## src/rtl/hps_pkg.sv

```systemverilog
`timescale 1ns / 1ps
`default_nettype none
// ----------------------------------------------------------------------------
// Haptic pulse sequencer package
// Request codes, register indexes and the layout of one queued buzz entry.
// ----------------------------------------------------------------------------
package hps_pkg;

    localparam int unsigned FIELD_W = 8;
    localparam int unsigned STRENGTH_W = 3;
    localparam int unsigned OFFSET_W = 3;
    localparam int unsigned REQ_W = 2;

    // Request kinds carried on the input tuser.
    localparam logic [REQ_W-1:0] REQ_TICK = 2'd0;
    localparam logic [REQ_W-1:0] REQ_PLAY = 2'd1;
    localparam logic [REQ_W-1:0] REQ_ENQ  = 2'd2;
    localparam logic [REQ_W-1:0] REQ_NONE = 2'd3;

    // Configuration register indexes.
    localparam logic REG_STRENGTH = 1'b0;
    localparam logic REG_OFFSET   = 1'b1;

    typedef struct packed {
        logic [FIELD_W-1:0] on_time;
        logic [FIELD_W-1:0] pause;
        logic [FIELD_W-1:0] repeats;
    } t_entry;

    localparam int unsigned ENTRY_W = $bits(t_entry);

endpackage : hps_pkg
`default_nettype wire

```

## src/rtl/hps_ram.sv

```systemverilog
`timescale 1ns / 1ps
`default_nettype none
// ----------------------------------------------------------------------------
// Haptic pulse sequencer RAM
// Generic single-write, single-read memory with a registered read port.
// ----------------------------------------------------------------------------
module hps_ram #(
    parameter int unsigned WIDTH = 24,
    parameter int unsigned DEPTH = 8
) (
    input  wire                     i_clk,
    input  wire                     i_we,
    input  wire [$clog2(DEPTH)-1:0] i_waddr,
    input  wire [WIDTH-1:0]         i_wdata,
    input  wire [$clog2(DEPTH)-1:0] i_raddr,
    output logic [WIDTH-1:0]        o_rdata
);

    logic [WIDTH-1:0] r_mem [DEPTH];

    always_ff @(posedge i_clk) begin
        if (i_we) begin
            r_mem[i_waddr] <= i_wdata;
        end
        o_rdata <= r_mem[i_raddr];
    end

endmodule : hps_ram
`default_nettype wire

```

## src/rtl/haptic_pulse_sequencer_top.sv

```systemverilog
`timescale 1ns / 1ps
`default_nettype none
// ----------------------------------------------------------------------------
// Haptic pulse sequencer
// Vibration motor sequencer with a ring queue of buzz entries in block RAM.
// ----------------------------------------------------------------------------
// Usage:
//   The slave stream carries requests: tuser holds the request kind (tick,
//   play now, enqueue) and tdata holds length, pause and repeat count. Each
//   accepted transfer produces exactly one transfer on the master stream,
//   carrying the motor drive level after the request and a flag that is set
//   when an enqueue request was discarded because the queue was full.
//   Every request is handled in two steps: the first reads the queue entry
//   at the read pointer from the single-port-read RAM, the second updates the
//   counters, writes the entry back if needed and loads the output register.
//   A new request is only accepted once the previous one is updated, as set by
//   the RAM read latency in the read-modify-write of the queue.
//   A new request is accepted while an earlier result still waits in the
//   output register; if the receiver stalls, the update of the following
//   request waits until that result is taken, and no result is lost.
//   Reset clears the counters, pointers, motor level and both registers;
//   the queue memory is not cleared, since only written entries are read.
//   Registers must be written over APB while the block is idle; not enforced.
// ----------------------------------------------------------------------------
module haptic_pulse_sequencer_top #(
    parameter int unsigned QUEUE_DEPTH = 8
) (
    input  wire         i_clk,
    input  wire         i_rst_n,
    // Request stream.
    input  wire         i_s_tvalid,
    output logic        o_s_tready,
    input  wire  [23:0] i_s_tdata,   // length [7:0], pause [15:8], repeat_req [23:16]
    input  wire  [1:0]  i_s_tuser,   // req_type [1:0]
    // Result stream.
    output logic        o_m_tvalid,
    input  wire         i_m_tready,
    output logic [7:0]  o_m_tdata,   // motor_on [0], dropped [1], zero [7:2]
    // Configuration port.
    input  wire         psel,
    input  wire         penable,
    input  wire         pwrite,
    input  wire  [2:0]  paddr,
    input  wire  [31:0] pwdata,
    output logic [31:0] prdata,
    output logic        pready
);

    localparam int unsigned PTR_W = $clog2(QUEUE_DEPTH);
    localparam int unsigned FW = hps_pkg::FIELD_W;
    localparam int unsigned SW = hps_pkg::STRENGTH_W;
    localparam int unsigned OW = hps_pkg::OFFSET_W;

    // Sequencer states: wait for a request, then execute it.
    localparam logic S_IDLE = 1'b0;
    localparam logic S_EXEC = 1'b1;

    // On time = ((2 * offset + length) * 2) mod 256.
    function automatic logic [FW-1:0] scaled_on_time(input logic [FW-1:0] len,
                                                     input logic [OW-1:0] off);
        logic [FW-1:0] off_ext;
        logic [FW-1:0] sum;
        off_ext = {{(FW-OW){off[OW-1]}}, off};
        sum = len + {off_ext[FW-2:0], 1'b0};
        return {sum[FW-2:0], 1'b0};
    endfunction

    function automatic logic [PTR_W-1:0] next_ptr(input logic [PTR_W-1:0] p);
        return (p == PTR_W'(QUEUE_DEPTH - 1)) ? '0 : p + 1'b1;
    endfunction

    // Configuration registers.
    logic [SW-1:0] r_strength;
    logic [OW-1:0] r_len_off;

    // Control state.
    logic              r_state, n_state;
    logic [FW-1:0]     r_on_left, n_on_left;
    logic [FW-1:0]     r_pause_left, n_pause_left;
    logic [SW-1:0]     r_pwm, n_pwm;
    logic [PTR_W-1:0]  r_rd_ptr, n_rd_ptr;
    logic [PTR_W-1:0]  r_wr_ptr, n_wr_ptr;
    logic              r_drive, n_drive;
    logic              r_out_valid, n_out_valid;
    logic              r_dropped, n_dropped;

    // Captured request.
    logic [hps_pkg::REQ_W-1:0] r_req_type;
    logic [FW-1:0]             r_len;
    logic [FW-1:0]             r_pause;
    logic [FW-1:0]             r_rep;

    // Queue memory port.
    logic                   ram_we;
    logic [PTR_W-1:0]       ram_waddr;
    hps_pkg::t_entry        ram_wdata;
    hps_pkg::t_entry        ram_rdata;

    logic s_accept;
    logic commit;
    logic cfg_write;

    assign pready     = 1'b1;
    assign cfg_write  = psel & penable & pwrite & pready;
    assign o_s_tready = (r_state == S_IDLE);
    assign s_accept   = i_s_tvalid & o_s_tready;
    // The update of a request waits until the output register is free.
    assign commit     = (r_state == S_EXEC) & (~r_out_valid | i_m_tready);

    assign o_m_tvalid = r_out_valid;
    assign o_m_tdata  = {6'd0, r_dropped, r_drive};

    // Register read back.
    always_comb begin
        unique case (paddr[2])
            hps_pkg::REG_STRENGTH: prdata = {{(32-SW){1'b0}}, r_strength};
            hps_pkg::REG_OFFSET:   prdata = {{(32-OW){1'b0}}, r_len_off};
            default:               prdata = '0;
        endcase
    end

    always_ff @(posedge i_clk) begin
        if (!i_rst_n) begin
            r_strength <= '0;
            r_len_off  <= '0;
        end else if (cfg_write) begin
            if (paddr[2] == hps_pkg::REG_STRENGTH) begin
                r_strength <= pwdata[SW-1:0];
            end else begin
                r_len_off <= pwdata[OW-1:0];
            end
        end
    end

    // The entry at the read pointer is read every cycle; it is valid in the
    // execute cycle because writes only happen at commit.
    hps_ram #(
        .WIDTH(hps_pkg::ENTRY_W),
        .DEPTH(QUEUE_DEPTH)
    ) u_queue (
        .i_clk  (i_clk),
        .i_we   (ram_we),
        .i_waddr(ram_waddr),
        .i_wdata(ram_wdata),
        .i_raddr(r_rd_ptr),
        .o_rdata(ram_rdata)
    );

    always_comb begin
        n_state      = r_state;
        n_on_left    = r_on_left;
        n_pause_left = r_pause_left;
        n_pwm        = r_pwm;
        n_rd_ptr     = r_rd_ptr;
        n_wr_ptr     = r_wr_ptr;
        n_drive      = r_drive;
        n_out_valid  = r_out_valid & ~i_m_tready;
        n_dropped    = r_dropped;
        ram_we       = 1'b0;
        ram_waddr    = r_wr_ptr;
        ram_wdata    = '{on_time: scaled_on_time(r_len, r_len_off),
                         pause:   r_pause,
                         repeats: r_rep - 1'b1};

        if (s_accept) begin
            n_state = S_EXEC;
        end

        if (commit) begin
            n_state     = S_IDLE;
            n_out_valid = 1'b1;
            n_dropped   = 1'b0;
            unique case (r_req_type)
                hps_pkg::REQ_TICK: begin
                    if (r_on_left != '0) begin
                        n_on_left = r_on_left - 1'b1;
                        if (r_pwm != '0) begin
                            n_drive = 1'b1;
                            n_pwm   = r_pwm - 1'b1;
                        end else begin
                            n_drive = 1'b0;
                            n_pwm   = r_strength;
                        end
                    end else begin
                        n_drive = 1'b0;
                        if (r_pause_left != '0) begin
                            n_pause_left = r_pause_left - 1'b1;
                        end else if (r_rd_ptr != r_wr_ptr) begin
                            n_on_left    = ram_rdata.on_time;
                            n_pause_left = ram_rdata.pause;
                            if (ram_rdata.repeats == '0) begin
                                n_rd_ptr = next_ptr(r_rd_ptr);
                            end else begin
                                // Play the entry again: count down in place.
                                ram_we    = 1'b1;
                                ram_waddr = r_rd_ptr;
                                ram_wdata = '{on_time: ram_rdata.on_time,
                                              pause:   ram_rdata.pause,
                                              repeats: ram_rdata.repeats - 1'b1};
                            end
                        end
                    end
                end
                hps_pkg::REQ_PLAY: begin
                    n_on_left    = scaled_on_time(r_len, r_len_off);
                    n_pause_left = r_pause;
                    n_wr_ptr     = r_rd_ptr;
                    // Flushed queue is never full, so the repeat always fits.
                    if (r_rep != '0) begin
                        ram_we    = 1'b1;
                        ram_waddr = r_rd_ptr;
                        ram_wdata = '{on_time: scaled_on_time(r_len, r_len_off),
                                      pause:   r_pause,
                                      repeats: r_rep - FW'(2)};
                        n_wr_ptr  = next_ptr(r_rd_ptr);
                    end
                end
                hps_pkg::REQ_ENQ: begin
                    if (next_ptr(r_wr_ptr) == r_rd_ptr) begin
                        n_dropped = 1'b1;
                    end else begin
                        ram_we   = 1'b1;
                        n_wr_ptr = next_ptr(r_wr_ptr);
                    end
                end
                default: begin
                end
            endcase
        end
    end

    always_ff @(posedge i_clk) begin
        if (!i_rst_n) begin
            r_state      <= S_IDLE;
            r_on_left    <= '0;
            r_pause_left <= '0;
            r_pwm        <= '0;
            r_rd_ptr     <= '0;
            r_wr_ptr     <= '0;
            r_drive      <= 1'b0;
            r_out_valid  <= 1'b0;
            r_dropped    <= 1'b0;
        end else begin
            r_state      <= n_state;
            r_on_left    <= n_on_left;
            r_pause_left <= n_pause_left;
            r_pwm        <= n_pwm;
            r_rd_ptr     <= n_rd_ptr;
            r_wr_ptr     <= n_wr_ptr;
            r_drive      <= n_drive;
            r_out_valid  <= n_out_valid;
            r_dropped    <= n_dropped;
        end
    end

    always_ff @(posedge i_clk) begin
        if (s_accept) begin
            r_req_type <= i_s_tuser;
            r_len      <= i_s_tdata[7:0];
            r_pause    <= i_s_tdata[15:8];
            r_rep      <= i_s_tdata[23:16];
        end
    end

`ifndef ASSERT_OFF
    // An accepted request always moves on to the execute cycle.
    a_accept_exec: assert property (@(posedge i_clk) disable iff (!i_rst_n)
        s_accept |=> (r_state == S_EXEC))
        else $error("accepted request did not enter execute");

    // Only an enqueue request can be reported as dropped.
    a_drop_enq: assert property (@(posedge i_clk) disable iff (!i_rst_n)
        (commit && n_dropped) |-> (r_req_type == hps_pkg::REQ_ENQ))
        else $error("drop flagged for a request that is not an enqueue");

    // The motor is only driven while a buzz is still running.
    a_drive_on: assert property (@(posedge i_clk) disable iff (!i_rst_n)
        (commit && n_drive && !r_drive) |-> (r_on_left != '0))
        else $error("motor switched on without an active buzz");

    // Pointers stay inside the ring.
    a_ptr_range: assert property (@(posedge i_clk) disable iff (!i_rst_n)
        (r_rd_ptr <= PTR_W'(QUEUE_DEPTH - 1)) && (r_wr_ptr <= PTR_W'(QUEUE_DEPTH - 1)))
        else $error("queue pointer outside the ring");

    // A result is only produced by the execute cycle of a request.
    a_out_src: assert property (@(posedge i_clk) disable iff (!i_rst_n)
        $rose(r_out_valid) |-> ($past(r_state) == S_EXEC))
        else $error("result appeared without an executed request");
`endif

endmodule : haptic_pulse_sequencer_top
`default_nettype wire
```

## config.mk

```make
export PLATFORM = sky130hd
export DESIGN_NAME = haptic_pulse_sequencer_top
export DESIGN_NICKNAME = d
export VERILOG_FILES = /design/src/rtl/hps_pkg.sv /design/src/rtl/hps_ram.sv /design/src/rtl/haptic_pulse_sequencer_top.sv
export SDC_FILE = /design/constraint.sdc
export NUM_CORES = 1
export LEC_CHECK = 0
export BUFFER_PORTS_ARGS = -buffer_cell sky130_fd_sc_hd__clkbuf_2
export CAP_MARGIN = 30
export CORE_MARGIN = 2
export CORE_UTILIZATION = 45
export DETAILED_ROUTE_END_ITERATION = 10
export GPL_TIMING_DRIVEN = 0
export PLACE_DENSITY = 0.62
export SYNTH_ARGS = -nofsm -noshare
export SYNTH_HDL_FRONTEND = slang
export SYNTH_SLANG_ARGS = --single-unit
export TNS_END_PERCENT = 50
```

## constraint.sdc

```tcl
create_clock -name i_clk -period 5.13 [get_ports i_clk]
set_input_delay 0.7695 -clock i_clk [delete_from_list [all_inputs] [get_ports i_clk]]
set_output_delay 0.7695 -clock i_clk [all_outputs]
set_load 0.1 [all_outputs]
```

==> results of run 1 <==
==> worst reg2reg max path, cell delays in order (launching register included) <==
cell	delay, ns
dfxtp_1	0.37
inv_1	0.10
ha_1	0.19
nor3b_1	0.72
nand4_1	0.38
o41ai_2	0.71
o21ai_2	0.26
nor4b_2	0.78
buf_4	0.29
buf_4	0.16
buf_4	0.19
==> flip-flops by register name (all words and copies together) (netlist names) <==
register         cells
r_pwm                3
r_req_type           2
r_rd_ptr             3
r_dropped            1
r_pause              8
r_drive              1
u_queue.o_rdata     24
r_strength           3
u_queue.r_mem      192
r_on_left            8
o_m_tvalid           1
r_len_off            3
r_rep                8
r_state              1
r_pause_left         8
r_len                7
r_wr_ptr             3
==> cell families after synthesis <==
group                      after synthesis  synth area share, %
and+or+nand+nor                        169                7.342
xor gates and xnor gates                28                2.010
muxes                                  104                13.87
AOI/OAI and AO/OA                      128                7.394
buffers and inverters                   89                4.020
other                                    2              0.06155
adders and majority gates               21                2.215
DFF                                    276                63.08
==> power groups by stage <==
stage	Clock [mW]	Sequential, mW	Combinational (mW)
after floorplan	0	2.55	0.414
after global placement	0	2.56	0.523
final	2.04	2.51	0.536
after CTS	2.08	2.51	0.533
after global routing	2.17	2.52	0.578
after detailed placement	0	2.56	0.531
==> layout make-up <==
cell class	count	area, sq um
clock inverter	20	183.9
sequential	276	7697
tap	341	426.7
inverter	13	48.80
clock buffer	32	747.0
fill	2171	12550
buffer	76	441.7
timing repair buffer	77	513.0
multi-input combinational	486	4194
==> cells in the mapped netlist (3+ instances only) <==
| library cell | n | area [sq um] |
|---|---|---|
| mux2_2 | 41 | 461.7 |
| nor4b_1 | 3 | 26.28 |
| o41ai_1 | 3 | 26.28 |
| nand3_1 | 10 | 50.05 |
| o22ai_1 | 5 | 31.28 |
| or4_1 | 6 | 45.04 |
| buf_4 | 38 | 285.3 |
| o311ai_0 | 3 | 26.28 |
| a21oi_1 | 27 | 135.1 |
| clkbuf_1 | 25 | 93.84 |
| nor3b_1 | 5 | 37.54 |
| nor2_1 | 47 | 176.4 |
| inv_1 | 13 | 48.80 |
| mux4_2 | 48 | 1081 |
| a311oi_1 | 5 | 43.79 |
| dfxtp_1 | 59 | 1181 |
| nor2b_1 | 6 | 37.54 |
| o211ai_1 | 11 | 82.58 |
| o22a_1 | 4 | 35.03 |
| xnor2_1 | 23 | 201.4 |
| nor3_1 | 14 | 70.07 |
| nand2_1 | 36 | 135.1 |
| a21o_1 | 4 | 30.03 |
| and3_1 | 4 | 25.02 |
| xor2_1 | 5 | 43.79 |
| o21bai_1 | 3 | 22.52 |
| a211oi_1 | 5 | 37.54 |
| edfxtp_1 | 217 | 6516 |
| mux2i_1 | 15 | 150.1 |
| nand2b_1 | 8 | 50.05 |
| buf_2 | 5 | 25.02 |
| o221ai_1 | 3 | 26.28 |
| o21ai_0 | 22 | 110.1 |
| ha_1 | 20 | 250.2 |
| nand4_1 | 4 | 25.02 |
| buf_1 | 7 | 26.28 |
| a22oi_1 | 4 | 30.03 |
| a31oi_1 | 9 | 56.30 |
| nor4_1 | 10 | 62.56 |
| or3_1 | 3 | 18.77 |
==> metal layers <==
layer,vias to the layer above,routed length (um)
li1,3414,-
met1,3600,12590
met2,272,12650
met3,42,1716
met4,0,497
met5,-,0
==> path summary, 6_finish.rpt <==
path	start	cells past startpoint	endpoint
setup / recovery	r_pause_left[0]	10	u_queue.r_mem[1][12]
hold / removal	i_s_tdata[17]	1	r_rep[1]
setup reg to reg	r_pause_left[0]	10	u_queue.r_mem[1][12]
hold reg to reg	r_strength[0]	2	r_pwm[0]
==> flow_summary.json, run 1 <==
{
  "p_clk_share_pct": 40.1,
  "drv_cap": 0,
  "grt_use_met3_pct": 2.969,
  "fin_crit_sh_pct": 86.80,
  "powerDensity_mw_per_mm2": 356.9,
  "layout_common_cells": "edfxtp_1, buf_4, dfxtp_1, mux4_2, nor2_1",
  "hpwl_mm": 19.58,
  "gr-total-overflow": 0,
  "met1_usage_pct": 28.09,
  "arrival_ns": 4.69,
  "cts_resized": 0,
  "ys_types": 71,
  "postRouteAntennaNets": 0,
  "viasPerCell": 5.547,
  "seq_area_frac_synth_pct": 63.08,
  "drt_pass1_iterations": 5,
  "place_ws_ns": 0.5877,
  "wirelength_mm": 27.46,
  "place_inst": 1267,
  "coreArea_sq_mm": 0.02680,
  "worstSkewPairLatency_ns": 0.55,
  "rows": 60,
  "fp.dieH_um": 168.7,
  "avgRoutedWirePerCell_um": 20.79,
  "boundaryPins": 111,
  "gp_congestion": 0.8379,
  "ys.warnings.count": 0,
  "cp_max_fo": 8,
  "port_buffers": 42,
  "cp_cell_sequence": "inv_1 > ha_1 > nor3b_1 > nand4_1 > o41ai_2 > o21ai_2 > nor4b_2 > buf_4 > buf_4 > buf_4",
  "setup_viol": 0,
  "area_growth_pct": 16.81,
  "critPathKind": "flip-flop to flip-flop",
  "final_util_pct": 53.18,
  "netlist_instances": 817,
  "die_area_sq_mm": 0.02845,
  "p_leak_nw": 5.036,
  "start_util_pct": 45.53,
  "drt_iter0_markers": 567,
  "die_w_um": 168.7,
  "slowest_delay_ns": 0.78,
  "design_area_sq_mm": 0.01425,
  "intPower_mw": 3.831,
  "track_usage_pct": 19.46,
  "syn_area_per_cell_sq_um": 14.93,
  "cts_max_path_buffers": 3,
  "outcome": "finished, final reports clean",
  "peakVddDrop_v": 0.0002269,
  "fin_cells": 1321,
  "fin_nets": 1047,
  "max-slew-margin-rel_pct": 32.55,
  "htreeDepth": 1,
  "cts-root-buf": "clkbuf_16",
  "fmax_mhz": 224.6,
  "syn-cell-area_sq_mm": 0.01220,
  "cts_tree": "yes",
  "p_sw_share_pct": 24.70,
  "post-cts-setup-buffer-count": 0,
  "synth-edff-count": 217,
  "hold_path_class": "input pin to flip-flop",
  "path_delay_family": "simple AND/OR/NAND/NOR gates",
  "finalMaxSlewViolations": 0,
  "grt_max_degree": 26,
  "drive_gt1_share_pct": 27.76,
  "antenna_found_initial": 0,
  "p_switching_mw": 1.256,
  "holdWs_ns": 0.3969,
  "grt_pass1_vias": 7123,
  "cp-end-kind": "flip-flop",
  "cts_sinks": 276,
  "ctsHoldBuffers": 0,
  "tns_ns": 0,
  "clk_pin_slew_ns": 0.07,
  "grt_pass1_wl_mm": 42.33,
  "layout_min_cycle_time_ns": 4.453,
  "hold_viol": 0,
  "grt.busiest_layer": "met2",
  "numCtsBuffers": 28,
  "n_antenna_cell": 0,
  "crit_required_ns": 5.37,
  "async_flop_share_pct": 0,
  "final_common_cell": "edfxtp_1",
  "post_dp_cell_area_sq_mm": 0.01331,
  "fin_skew_ns": 0.01193,
  "power_frac_comb_pct": 10.5,
  "start_kind": "flip-flop",
  "worst_pin_slew_ns": 1.001,
  "grt_setup_unrepaired": "no",
  "path_buf_inv": 4,
  "ys_seq_elements": 276,
  "use_met2_pct": 31.15,
  "drc": 0,
  "synthFlopType": "edfxtp_1",
  "reg2reg_slack_ns": 0.68,
  "crit_top_cell": "buf_4",
  "power_mw": 5.087,
  "critPathSlowestCell": "nor4b_2",
  "num_vias": 7328,
  "sequentialPowerShare_pct": 49.4,
  "worst_slack_ns": 0.6774
}
No activity file was read; power rests on OpenSTA's default activity.
==> inputs of run 2 (changes only) <==
- ABC_AREA: default -> 1
- PLACE_DENSITY: 0.62 -> 0.61
==> flow_summary.json, run 2 <==
{
  "netlist_top_cells_area": "edfxtp_1, dfxtp_1, nor2_1",
  "critPathKind": "flip-flop to flip-flop",
  "drive_gt1_share_pct": 15.16,
  "synthFlopType": "edfxtp_1",
  "intPower_mw": 3.825,
  "regMostFlops": "u_queue.r_mem",
  "cts_tree": "yes",
  "slowest_delay_ns": 0.61,
  "area_growth_pct": 15.22,
  "die_w_um": 170.9,
  "fin_skew_ns": 0.01597,
  "drt_pass1_iterations": 5,
  "track_usage_pct": 21.17,
  "grt_pass1_wl_mm": 47.19,
  "grt_pass1_vias": 8409,
  "syn-cell-area_sq_mm": 0.01254,
  "coreArea_sq_mm": 0.02763,
  "reg2regPathDepth": 13,
  "cts_resized": 0,
  "fillers": 2477,
  "crit_top_cell": "nand2_1",
  "hold_viol": 0,
  "cts_max_path_buffers": 3,
  "outcome": "finished, final reports clean",
  "whs_path_depth": 1,
  "async_flop_share_pct": 0,
  "hpwl_mm": 21.32,
  "postRouteAntennaNets": 0,
  "synth_top_cell_area_share_pct": 51.98,
  "drt_iter0_markers": 665,
  "max-slew-margin-rel_pct": 25.46,
  "netlist_instances": 1220,
  "power_frac_comb_pct": 11.6,
  "htreeDepth": 1,
  "viasPerCell": 5.139,
  "cp-end-kind": "flip-flop",
  "gp_congestion": 0.9300,
  "boundaryPins": 111,
  "crit_required_ns": 5.38,
  "power_mw": 5.149,
  "arrival_ns": 3.19,
  "fin_nets": 1425,
  "tns_ns": 0,
  "synth_common_cells": "nor2_1, edfxtp_1, o21ai_0",
  "gr-total-overflow": 0,
  "cp_cell_sequence": "inv_1 > ha_1 > nand2_1 > nor2_8 > inv_4 > nand2_4 > o21ai_0 > nand2_1 > nand2_1 > inv_1 > nand3_1 > nor2_2 > buf_16",
  "cts_sinks": 276,
  "layout_min_cycle_time_ns": 2.937,
  "clk_pin_slew_ns": 0.06,
  "synth_top_area_cell": "edfxtp_1",
  "synth-edff-count": 217,
  "syn_area_per_cell_sq_um": 10.28,
  "drc": 0,
  "critPathSlowestCell": "nor2_2",
  "grt_setup_unrepaired": "no",
  "ys.warnings.count": 0,
  "reg_top3": "u_queue.r_mem x192, u_queue.o_rdata x24",
  "largest_register_ffs": 192,
  "wirelength_mm": 30.89,
  "finalMaxSlewViolations": 0,
  "fp.dieH_um": 170.9,
  "antenna_found_initial": 0,
  "ys_seq_elements": 276,
  "hold_path_class": "input pin to flip-flop",
  "start_util_pct": 45.38,
  "path_buf_inv": 4,
  "cp_max_fo": 14,
  "numCtsBuffers": 29,
  "path_delay_family": "simple AND/OR/NAND/NOR gates",
  "crit_cells": 13,
  "ctsHoldBuffers": 0,
  "ys_types": 48,
  "p_sw_share_pct": 25.72,
  "p_switching_mw": 1.324,
  "seq_area_frac_synth_pct": 61.40,
  "n_antenna_cell": 0,
  "powerDensity_mw_per_mm2": 356.4,
  "p_leak_nw": 5.624,
  "layout_common_cells": "nor2_1, edfxtp_1, o21ai_0, nand2_1, inv_1",
  "port_buffers": 42,
  "die_area_sq_mm": 0.02921,
  "num_vias": 8926,
  "worstSkewPairLatency_ns": 0.55,
  "holdWs_ns": 0.3932,
  "cts-root-buf": "clkbuf_16",
  "rows": 61,
  "final_common_cell": "nor2_1",
  "drv_cap": 0,
  "fmax_mhz": 340.5,
  "start_kind": "flip-flop",
  "peakVddDrop_v": 0.0002546,
  "multi_input_area_sq_mm": 0.004145,
  "avgRoutedWirePerCell_um": 17.79,
  "setup_viol": 0,
  "sequentialPowerShare_pct": 48.8,
  "fin_crit_sh_pct": 57.25,
  "seq_area_sq_mm": 0.007697,
  "yosysMostFrequentCell": "nor2_1",
  "post-cts-setup-buffer-count": 0,
  "worst_pin_slew_ns": 1.106,
  "grt_max_degree": 25,
  "p_clk_share_pct": 39.6
}
==> run 2: final timing paths <==
kind	startpoint	end	slack (ns)
setup reg to reg	r_rep[1]	u_queue.r_mem[1][4]	2.19
hold reg to reg	r_dropped	r_dropped	0.49
setup / recovery	r_rep[1]	u_queue.r_mem[1][4]	2.19
hold / removal	i_s_tdata[8]	r_pause[0]	0.39
==> run 2: final cells by class <==
type | count | share of cell area, %
buffer | 87 | 3.603
clock buffer | 41 | 5.751
clock inverter | 13 | 0.7189
inverter | 91 | 2.417
multi-input combinational | 800 | 28.70
sequential | 276 | 53.29
tap | 378 | 3.274
timing repair buffer | 51 | 2.252
==> run 2: cell families (layout without fill, tap and decap cells) <==
group | count (synthesis) | after routing | share of synthesized area, %
adders and majority gates | 21 | 21 | 2.156
other | 2 | 36 | 0.05990
buffers and inverters | 178 | 283 | 6.936
DFF | 276 | 276 | 61.40
and+or+nand+nor | 438 | 438 | 15.15
muxes | 5 | 5 | 0.4791
xor gates and xnor gates | 28 | 28 | 1.956
AOI/OAI and AO/OA | 272 | 272 | 11.87
==> run 2: power by group through the flow <==
stage	clock network [mW]	logic, mW	registers, mW
after CTS	2.07	0.594	2.51
after detailed placement	0	0.591	2.56
after floorplan	0	0.459	2.55
after global placement	0	0.576	2.56
after global routing	2.16	0.659	2.52
final	2.04	0.598	2.51
==> run 2: layer usage <==
metal	part of all wire [%]	global-route usage [%]
met5	0	0
met3	6.3	3.215
met4	1.9	5.048
met2	47	35.45
met1	45	29.12
==> run 2: stage by stage <==
stage / setup slack [ns] / util (%) / std cells / cell area (sq um)
floorplan: 1.478 / - / 1254 / 12660
finish: 2.193 / 52.28 / 1737 / 14450
CTS: 2.167 / 52.28 / 1737 / 14450
global placement: 0.6926 / 48.31 / 1674 / 13350
global route: 2.000 / 52.28 / 1737 / 14450
detailed placement: 1.949 / 48.90 / 1683 / 13510
